[config.mk]
export PLATFORM = sky130hd
export DESIGN_NAME = priority_message_queue
export DESIGN_NICKNAME = d
export VERILOG_FILES = /design/src/design/pmq_pkg.sv /design/src/design/pmq_cell.sv /design/src/design/priority_message_queue.sv
export SDC_FILE = /design/constraint.sdc
export NUM_CORES = 2
export LEC_CHECK = 0
export ABC_AREA = 1
export BUFFER_PORTS_ARGS = -buffer_cell sky130_fd_sc_hd__buf_2
export CORE_MARGIN = 2
export CORE_UTILIZATION = 25
export DETAILED_ROUTE_END_ITERATION = 7
export SLEW_MARGIN = 20
export SYNTH_ARGS = -nofsm -noshare
export SYNTH_HDL_FRONTEND = slang
export SYNTH_HIERARCHICAL = 1
export SYNTH_SLANG_ARGS = --single-unit
[constraint.sdc]
create_clock -name clk -period 10.95 [get_ports clk]
set_input_delay 0.5475 -clock clk [delete_from_list [all_inputs] [get_ports clk]]
set_output_delay 0.5475 -clock clk [all_outputs]
set_load 0.02 [all_outputs]
[src/design/pmq_pkg.sv]
`timescale 1ns / 1ps

package pmq_pkg;

  typedef enum logic [2:0] {
    ST_OK       = 3'd0,
    ST_INVALID  = 3'd1,
    ST_AGAIN    = 3'd2,
    ST_TIMEDOUT = 3'd3,
    ST_NOENT    = 3'd4,
    ST_TOOBIG   = 3'd5,
    ST_BLOCK    = 3'd6
  } status_t;

  localparam logic       REQ_SEND     = 1'b0;
  localparam logic [1:0] WAIT_NONBLOCK = 2'd0;
  localparam logic [1:0] WAIT_EXPIRED  = 2'd1;

  localparam logic [1:0] CFG_MAX_MESSAGES   = 2'd0;
  localparam logic [1:0] CFG_MAX_MSG_BYTES  = 2'd1;
  localparam logic [1:0] CFG_QUEUE_UNLINKED = 2'd2;

  localparam logic [4:0]  RST_MAX_MESSAGES  = 5'd10;
  localparam logic [13:0] RST_MAX_MSG_BYTES = 14'd8192;

  typedef struct packed {
    logic        req_type;
    logic [14:0] msg_prio;
    logic [13:0] msg_length;
    logic [31:0] payload_ref;
    logic [1:0]  wait_mode;
  } msg_req_t;

  typedef struct packed {
    status_t     status;
    logic [14:0] out_prio;
    logic [13:0] out_len;
    logic [31:0] out_ref;
    logic [4:0]  occupancy;
  } msg_rsp_t;

  // One queued descriptor as held by a cell.
  typedef struct packed {
    logic [14:0] prio;
    logic [13:0] len;
    logic [31:0] pref;
  } entry_t;

  // Shift command broadcast to every cell.
  typedef struct packed {
    logic push;
    logic pop;
  } cell_cmd_t;

endpackage

[src/design/pmq_cell.sv]
`timescale 1ns / 1ps

module pmq_cell (
  input  logic              clk,
  input  pmq_pkg::cell_cmd_t cmd,
  input  pmq_pkg::entry_t   new_entry,
  input  logic              occupied,
  input  pmq_pkg::entry_t   prev_entry,
  input  logic              prev_greater,
  input  pmq_pkg::entry_t   next_entry,
  output pmq_pkg::entry_t   entry,
  output logic              greater
);

  // Strict compare keeps equal priorities in arrival order.
  assign greater = !occupied || (new_entry.prio > entry.prio);

  always_ff @(posedge clk) begin
    if (cmd.push && greater) begin
      // Take the neighbor's entry when the insert point lies above, else load the new one.
      entry <= prev_greater ? prev_entry : new_entry;
    end else if (cmd.pop) begin
      entry <= next_entry;
    end
  end

endmodule

[src/design/priority_message_queue.sv]
`timescale 1ns / 1ps

// A response is valid the cycle after its request transfer when the output is free.
// Throughput: one request per cycle while the skid slot is empty; the sorted row of cells inserts or pops in one step.
// A two-entry output stage (register plus skid) takes one more request while a response
// waits; the input then stalls until the output register transfers.
// Reset (rst, synchronous): queue empties, registers return to 10 / 8192 / 0.
// Cell contents are not cleared; only entries below the count are ever read.
module priority_message_queue #(
  parameter int QUEUE_DEPTH   = 16,
  parameter int MAX_MSG_BYTES = 8192
) (
  input  logic              clk,
  input  logic              rst,
  input  logic              req_valid,
  output logic              req_ready,
  input  pmq_pkg::msg_req_t req_data,
  output logic              rsp_valid,
  input  logic              rsp_ready,
  output pmq_pkg::msg_rsp_t rsp_data,
  input  logic              cfg_valid,
  output logic              cfg_ready,
  input  logic [1:0]        cfg_index,
  input  logic [13:0]       cfg_data
);

  localparam int CNT_W = $clog2(QUEUE_DEPTH + 1);

  // Configuration registers
  logic [4:0]  max_messages;
  logic [13:0] max_msg_bytes;
  logic        queue_unlinked;

  logic [CNT_W-1:0] count;
  logic [CNT_W-1:0] count_next;

  // Output register and skid slot
  logic              skid_valid;
  pmq_pkg::msg_rsp_t skid_data;

  pmq_pkg::entry_t    cell_entry [QUEUE_DEPTH];
  logic [QUEUE_DEPTH-1:0] cell_greater;
  logic [QUEUE_DEPTH-1:0] cell_occupied;
  pmq_pkg::entry_t    new_entry;
  pmq_pkg::cell_cmd_t cmd;

  logic              accept;
  logic              bad_len;
  logic              full;
  logic [31:0]       capacity;
  logic [31:0]       occ_wide;
  pmq_pkg::status_t  unavail;
  pmq_pkg::msg_rsp_t result;

  assign cfg_ready = 1'b1;
  assign req_ready = !skid_valid;
  assign accept    = req_valid && req_ready;

  always_ff @(posedge clk) begin
    if (rst) begin
      max_messages   <= pmq_pkg::RST_MAX_MESSAGES;
      max_msg_bytes  <= pmq_pkg::RST_MAX_MSG_BYTES;
      queue_unlinked <= 1'b0;
    end else if (cfg_valid) begin
      unique case (cfg_index)
        pmq_pkg::CFG_MAX_MESSAGES:   max_messages   <= cfg_data[4:0];
        pmq_pkg::CFG_MAX_MSG_BYTES:  max_msg_bytes  <= cfg_data;
        pmq_pkg::CFG_QUEUE_UNLINKED: queue_unlinked <= cfg_data[0];
        default: ;
      endcase
    end
  end

  // Capacity in use is max_messages clamped to the built depth.
  assign capacity = (32'(max_messages) > 32'(QUEUE_DEPTH)) ? 32'(QUEUE_DEPTH)
                                                            : 32'(max_messages);
  assign full    = 32'(count) >= capacity;
  assign bad_len = (req_data.msg_length == 14'd0) || (req_data.msg_length > max_msg_bytes)
                   || (32'(req_data.msg_length) > 32'(MAX_MSG_BYTES));

  // Full or empty: unlinked first, then wait mode.
  always_comb begin
    if (queue_unlinked) begin
      unavail = pmq_pkg::ST_NOENT;
    end else if (req_data.wait_mode == pmq_pkg::WAIT_NONBLOCK) begin
      unavail = pmq_pkg::ST_AGAIN;
    end else if (req_data.wait_mode == pmq_pkg::WAIT_EXPIRED) begin
      unavail = pmq_pkg::ST_TIMEDOUT;
    end else begin
      unavail = pmq_pkg::ST_BLOCK;
    end
  end

  assign new_entry.prio = req_data.msg_prio;
  assign new_entry.len  = req_data.msg_length;
  assign new_entry.pref = req_data.payload_ref;

  // Decide the step and the response for the request on the input.
  always_comb begin
    cmd        = '0;
    count_next = count;
    result     = '0;
    result.status = pmq_pkg::ST_OK;
    if (req_data.req_type == pmq_pkg::REQ_SEND) begin
      if (bad_len) begin
        result.status = pmq_pkg::ST_INVALID;
      end else if (full) begin
        result.status = unavail;
      end else begin
        cmd.push   = accept;
        count_next = count + CNT_W'(1);
      end
    end else begin
      if (count == '0) begin
        result.status = unavail;
      end else begin
        cmd.pop    = accept;
        count_next = count - CNT_W'(1);
        // Drop an oversize head anyway, reporting no descriptor.
        if (cell_entry[0].len > req_data.msg_length) begin
          result.status = pmq_pkg::ST_TOOBIG;
        end else begin
          result.out_prio = cell_entry[0].prio;
          result.out_len  = cell_entry[0].len;
          result.out_ref  = cell_entry[0].pref;
        end
      end
    end
    occ_wide         = 32'(count_next);
    result.occupancy = occ_wide[4:0];
  end

  always_ff @(posedge clk) begin
    if (rst) begin
      count <= '0;
    end else if (accept) begin
      count <= count_next;
    end
  end

  // Row of cells, head at index 0; each loads from its neighbor on a shift.
  for (genvar i = 0; i < QUEUE_DEPTH; i++) begin : g_cell
    pmq_pkg::entry_t prev_e;
    pmq_pkg::entry_t next_e;
    logic            prev_g;

    assign cell_occupied[i] = 32'(i) < 32'(count);

    if (i == 0) begin : g_head
      assign prev_e = new_entry;
      assign prev_g = 1'b0;
    end else begin : g_body
      assign prev_e = cell_entry[i-1];
      assign prev_g = cell_greater[i-1];
    end

    if (i == QUEUE_DEPTH - 1) begin : g_tail
      assign next_e = cell_entry[i];
    end else begin : g_mid
      assign next_e = cell_entry[i+1];
    end

    pmq_cell u_cell (
      .clk          (clk),
      .cmd          (cmd),
      .new_entry    (new_entry),
      .occupied     (cell_occupied[i]),
      .prev_entry   (prev_e),
      .prev_greater (prev_g),
      .next_entry   (next_e),
      .entry        (cell_entry[i]),
      .greater      (cell_greater[i])
    );
  end

  // Output stage: the skid slot catches a response while the register is stalled.
  always_ff @(posedge clk) begin
    if (rst) begin
      rsp_valid  <= 1'b0;
      skid_valid <= 1'b0;
    end else if (!rsp_valid || rsp_ready) begin
      if (skid_valid) begin
        rsp_valid  <= 1'b1;
        skid_valid <= 1'b0;
      end else begin
        rsp_valid <= accept;
      end
    end else if (accept) begin
      skid_valid <= 1'b1;
    end
  end

  always_ff @(posedge clk) begin
    if (!rsp_valid || rsp_ready) begin
      rsp_data <= skid_valid ? skid_data : result;
    end else if (accept) begin
      skid_data <= result;
    end
  end

`ifndef SYNTH
  a_count_bound: assert property (@(posedge clk) disable iff (rst)
    32'(count) <= 32'(QUEUE_DEPTH))
    else $error("queue count above depth");

  a_skid_behind_out: assert property (@(posedge clk) disable iff (rst)
    skid_valid |-> rsp_valid)
    else $error("skid holds a response while output register is empty");

  a_push_count: assert property (@(posedge clk) disable iff (rst)
    cmd.push |=> count == $past(count) + CNT_W'(1))
    else $error("insert did not advance count");

  a_pop_count: assert property (@(posedge clk) disable iff (rst)
    cmd.pop |=> count == $past(count) - CNT_W'(1))
    else $error("pop did not reduce count");

  a_accept_rsp: assert property (@(posedge clk) disable iff (rst)
    accept |=> rsp_valid)
    else $error("transfer produced no response");
`endif

endmodule

# Word level (Yosys, flattened, before mapping)
# Cells that the tools add are included.
# totals
register_bits	1141
latchBits	0
mem_bits_rw	0
romBits	0
inputBits	85
output_inout_bits	72
n_memories	0
# classes
addsub	2
multipliers	0
n_div	0
magnitude_cmp	37
eq_ne	3
shifts	0
mux	68
bitwise	1
reduce_logical	78
# ops
cell	n
$mux 61	48
$gt 15x15->1	16
$mux 69	1
$lt 4x5->1 const A	8
$reduce_bool 2->1	15
$gt 14x14->1	2
$mux 5	5
$mux 3	8
$lt 3x5->1 const A	4
$logic_or 1x1->1	19
$logic_not 1->1	18
$logic_and 1x1->1	17
$gt 14x14->1 const B	1
$logic_not 14->1	1
$lt 1x5->1 const A	2
$lt 2x5->1 const A	2
$reduce_and 2->1	4
$mux 1	6
$add 5x1->5 const B	1
$ge 5x5->1	1
$gt 5x5->1 const B	1
$logic_not 5->1	1
$sub 5x1->5 const B	1
$eq 2x1->1 const B	2
4 further kinds	5

# Logic depth before layout (Yosys ltp)
# depth
depth_word	8
depth_mapped	18

# Cells and area by module
# Netlist, hierarchy kept.
# modules_own_cells
module	n_inst	cells_each	area_each_um2	seq_area_each_um2
pmq_cell (g_cell[0].u_cell ...)	9	412	3895.0	1831.8
pmq_cell (g_cell[4].u_cell ...)	6	411	3897.5	1831.8
priority_message_queue	1	900	8310.5	4684.5
pmq_cell (g_cell[12].u_cell)	1	410	3876.2	1831.8

# Worst setup path before layout
# Ideal clock, no wire load.
# synth_timing
path_type	input-to-reg
from	input port rsp_ready
to	register skid_data[0] (netlist name), enable pin
setup_time_ns	0.497
arrival_ns	4.701
required_ns	10.453
setup_slack_ns	5.753
stages	3
n_path_buf	0
cell_sequence	nor2_1 inv_1 nor2_1
# synth_between
elab_chain_cells	3
# synth_lines
item	line_no	rtl
start: declaration	priority_message_queue.sv:19	input logic rsp_ready,
$logic_or 1x1->1	priority_message_queue.sv:194	if (!rsp_valid || rsp_ready) begin
$not 1->1 (no source line)	--	
$reduce_and 2->1 (no source line)	--	
end signal: assignment	priority_message_queue.sv:197	skid_data <= result;
end: declaration	priority_message_queue.sv:39	pmq_pkg::msg_rsp_t skid_data;
# No other way between the ends.
# A chain may end at the register's enable or synchronous reset.

==> out/results.txt <==
Gate power share = 20.2%
CTS H-tree depth = 3
Worst EP required = 11570 ps
Dpl cells = 11000
Clock buffer depth = 3
Pwr Density = 155 mW/mm^2
DP HPWL = 122 mm
Worst path slowest cell = buf_4
Worst Path Buf+Inv = 4
CORE AREA = 0.282 mm^2
Reg-to-Reg End = g_cell[13].u_cell/entry[19]
IO Count = 157
Count of pins over their slew limit = 0
Row count = 195
Stages on the worst setup path = 14
Min-delay worst type = primary input to flip-flop
Die area = 0.287 mm^2
Die Span Y = 536 um
CTS root buf = clkbuf_16
DR iter-0 viols = 4659
Setup Fix Bufs, Post-CTS = 0
Max VDD drop = 0.132 mV
Cell area after synthesis = 0.0706 mm^2
Critical Path Sink Type = flip-flop
Startpoint Class = flip-flop
Die W = 536 um
Distinct cells, synth = 41
Overall Global Routing Usage = 12.2%
Post-synth EDFFs = 1114
Worst R2R Path Depth = 14
Skew final = 38.0 ps
Post-synth top flop = edfxtp_1
DRT antenna net count = 0
R2R setup slack = 4870 ps
Psw = 3.49 mW
Synthesis Warnings = 6
Final setup fails = 0
Crit-path max FO = 123
Fin crit period = 6080 ps
Seq/Total Area, Yosys = 48.1%
Switch share = 29.0%
Gpl congestion = 0.795
Port-buffer cells = 155
Drt pass-1 iters = 6
Worst Setup EP = g_cell[13].u_cell/entry[19]
Max-Cap Viols = 0
Worst Path Arrival = 6700 ps
Slew HR = 29.3%
Crit-path most repeated cell = nand2_1
Final net count = 7745
Layout area overhead = 10.3%
TritonCTS clock tree = built
DR vias = 50800
Status = finished, final reports clean
Max Freq = 165 MHz
Grt ovf = 0
Clk Latency, worst-skew pair = 780 ps
First-pass GRT wire length = 288 mm
Initial core utilization = 25.1%
RSZ-0062 raised after global routing = no
Residual DRC = 0
Post-Route Setup TNS = 0 ps
Synth Register Bits = 1141
Vias/cell = 4.53
Pleak = 33.3 nW
Internal power = 8.55 mW
CTS buffer count = 121
Final Hold Viols = 0
Drt total wl = 181 mm
Synth Area per Inst = 9.44 um^2
Vias in the first global route = 49400
Antenna violations before repair = 39
Seq pwr share = 46.1%
CTS sink cnt = 1141
Largest stage delay, worst path = 890 ps
Fin cells = 11200
Layout cells sized above 1 = 20.4%
Mapped Cells = 7484
CP Cell Sequence = o41ai_1, nand2_1, ha_1, nand2_1, nand2_1, a21oi_4, nand2_1, nor4_2, buf_12, buf_4, buf_4, buf_4, nand3_1, nand2_1
R2r startpoint = max_messages[1]
Clock slew at reported path FFs = 60 ps
Critical path type = flip-flop to flip-flop
Clk pwr share = 33.8%
Post-synth ARST share = 0%
Drt wl/cell = 16.1 um
Tcrit/Tclk final = 55.5%
Largest net degree at the start of global routing = 184
Worst Setup SP = max_messages[1]
CP top delay family = buffers and inverters
Synth Net Count = 7845
Slew @ Worst Pin = 1060 ps
==> cells by family (layout without fill, tap and decap cells) <==
family / Yosys count / after routing / share of synthesized area (%)
flops: 1141 / 1141 / 48.1
simple gates: 4000 / 4000 / 24.1
compound gates: 166 / 166 / 1.22
mux: 960 / 960 / 15.3
buf+inv: 939 / 929 / 6.35
fa+ha+maj: 276 / 276 / 4.89
other cells: 2 / 12 / 0.0106
==> Yosys cell counts (8+ instances only) <==
cell	n	area share, %
buf_1	21	0.11
clkbuf_1	202	1.1
buf_6	104	1.7
edfxtp_1	1114	47
inv_2	20	0.11
nand3b_1	9	0.096
dfxtp_1	27	0.77
inv_1	464	2.5
a21oi_1	110	0.78
nand2_4	35	0.56
nor2_1	84	0.45
buf_4	8	0.085
o21ai_0	45	0.32
nor2_2	59	0.52
nand2_1	2714	14
buf_2	117	0.83
nand2_2	13	0.12
mux2_2	960	15
ha_1	276	4.9
nand4_1	26	0.23
nand3_1	1037	7.3
nor2_4	10	0.16
==> worst min path at each step <==
stage	start	end	slack, ps	cells after the start
after floorplan	max_msg_bytes[1]	max_msg_bytes[1]	430	2
after global placement	max_msg_bytes[11]	max_msg_bytes[11]	460	2
after detailed placement	max_msg_bytes[11]	max_msg_bytes[11]	460	2
after CTS	cfg_data[2]	max_messages[2]	6	3
after global routing	cfg_data[13]	max_msg_bytes[13]	60	3
final	cfg_data[2]	max_messages[2]	70	3
==> timing repair <==
action / CTS / global route
setup endpoints to repair: 0 / 0
hold buffers: 2 / 0
endpoints found under the hold margin: 2 / 0
gates resized for setup: 0 / 0
==> sequential cells by signal (all words and copies together) (netlist names), 5 cells and up <==
signal	cells
g_cell.u_cell/entry	976
rsp_data	69
skid_data	69
max_msg_bytes	14
count	5
max_messages	5
==> through the flow <==
stage / instance area [um^2] / setup slack [ps] / hold WS [ps] / utilization [%] / total power, mW
6_report: 77900 / 4870 / 74.0 / 27.7 / 12.0
5_1_grt: 77900 / 4350 / 62.6 / 27.7 / 12.6
4_1_cts: 77900 / 4830 / 5.64 / 27.7 / 12.2
3_5_place_dp: 74100 / 4580 / 463 / 26.3 / 8.05
3_3_place_gp: 74100 / 4680 / 457 / 26.3 / 8.04
2_1_floorplan: 70600 / 5750 / 433 / - / 7.45
==> final cells by class <==
cell class,count,area [um^2]
clock buffer,153,3240
antenna,10,25.0
clock inverter,60,564
tap,3743,4680
fill,29800,204000
multi-input combinational,5404,32200
sequential,1141,34000
timing repair buffer,230,1390
inverter,486,1830
==> power by group through the flow <==
stage                     Sequential [mW]  Clock [mW]  Combinational [mW]
after global routing                 5.59        4.32                2.71
after detailed placement             5.64           0                2.41
after CTS                            5.55        4.17                2.43
after global placement               5.63           0                2.41
after floorplan                      5.61           0                1.84
final                                5.55        4.07                2.43
==> per-layer routing <==
metal	track usage, %	share of wire [%]
met4	3.09	1.9
met1	17.7	49
met2	19.0	43
met3	1.80	6.5
met5	0	0.052
==> cell usage in the layout, fill, tap and decap left out, types with 3 or more instances in the layout <==
| master | count |
|---|---|
| nand2_1 | 2698 |
| edfxtp_1 | 1114 |
| nand3_1 | 1037 |
| mux2_2 | 960 |
| inv_1 | 463 |
| ha_1 | 276 |
| buf_2 | 155 |
| clkbuf_16 | 124 |
| a21oi_1 | 110 |
| nor2_1 | 82 |
| buf_4 | 70 |
| nor2_2 | 60 |
| o21ai_0 | 44 |
| nand2_4 | 35 |
| nand2_2 | 29 |
| nand4_1 | 26 |
| clkbuf_1 | 26 |
| dfxtp_1 | 26 |
| clkinv_2 | 23 |
| clkinv_1 | 20 |
| inv_2 | 20 |
| nor2_4 | 11 |
| diode_2 | 10 |
| bufinv_16 | 9 |
| nand3b_1 | 9 |
| clkinvlp_4 | 4 |
| nand3_2 | 3 |
| and3_1 | 3 |
| o211ai_1 | 3 |
| o21ai_1 | 3 |
| clkbuf_8 | 3 |
==> tightest hold or removal path: cells and delay by family <==
kind | cells | cell delay [ps]
buffers and inverters | 1 | 90
AO/OA/AOI/OAI | 1 | 80
AND/OR/NAND/NOR | 1 | 80
Power figures use the tool's default switching activity.
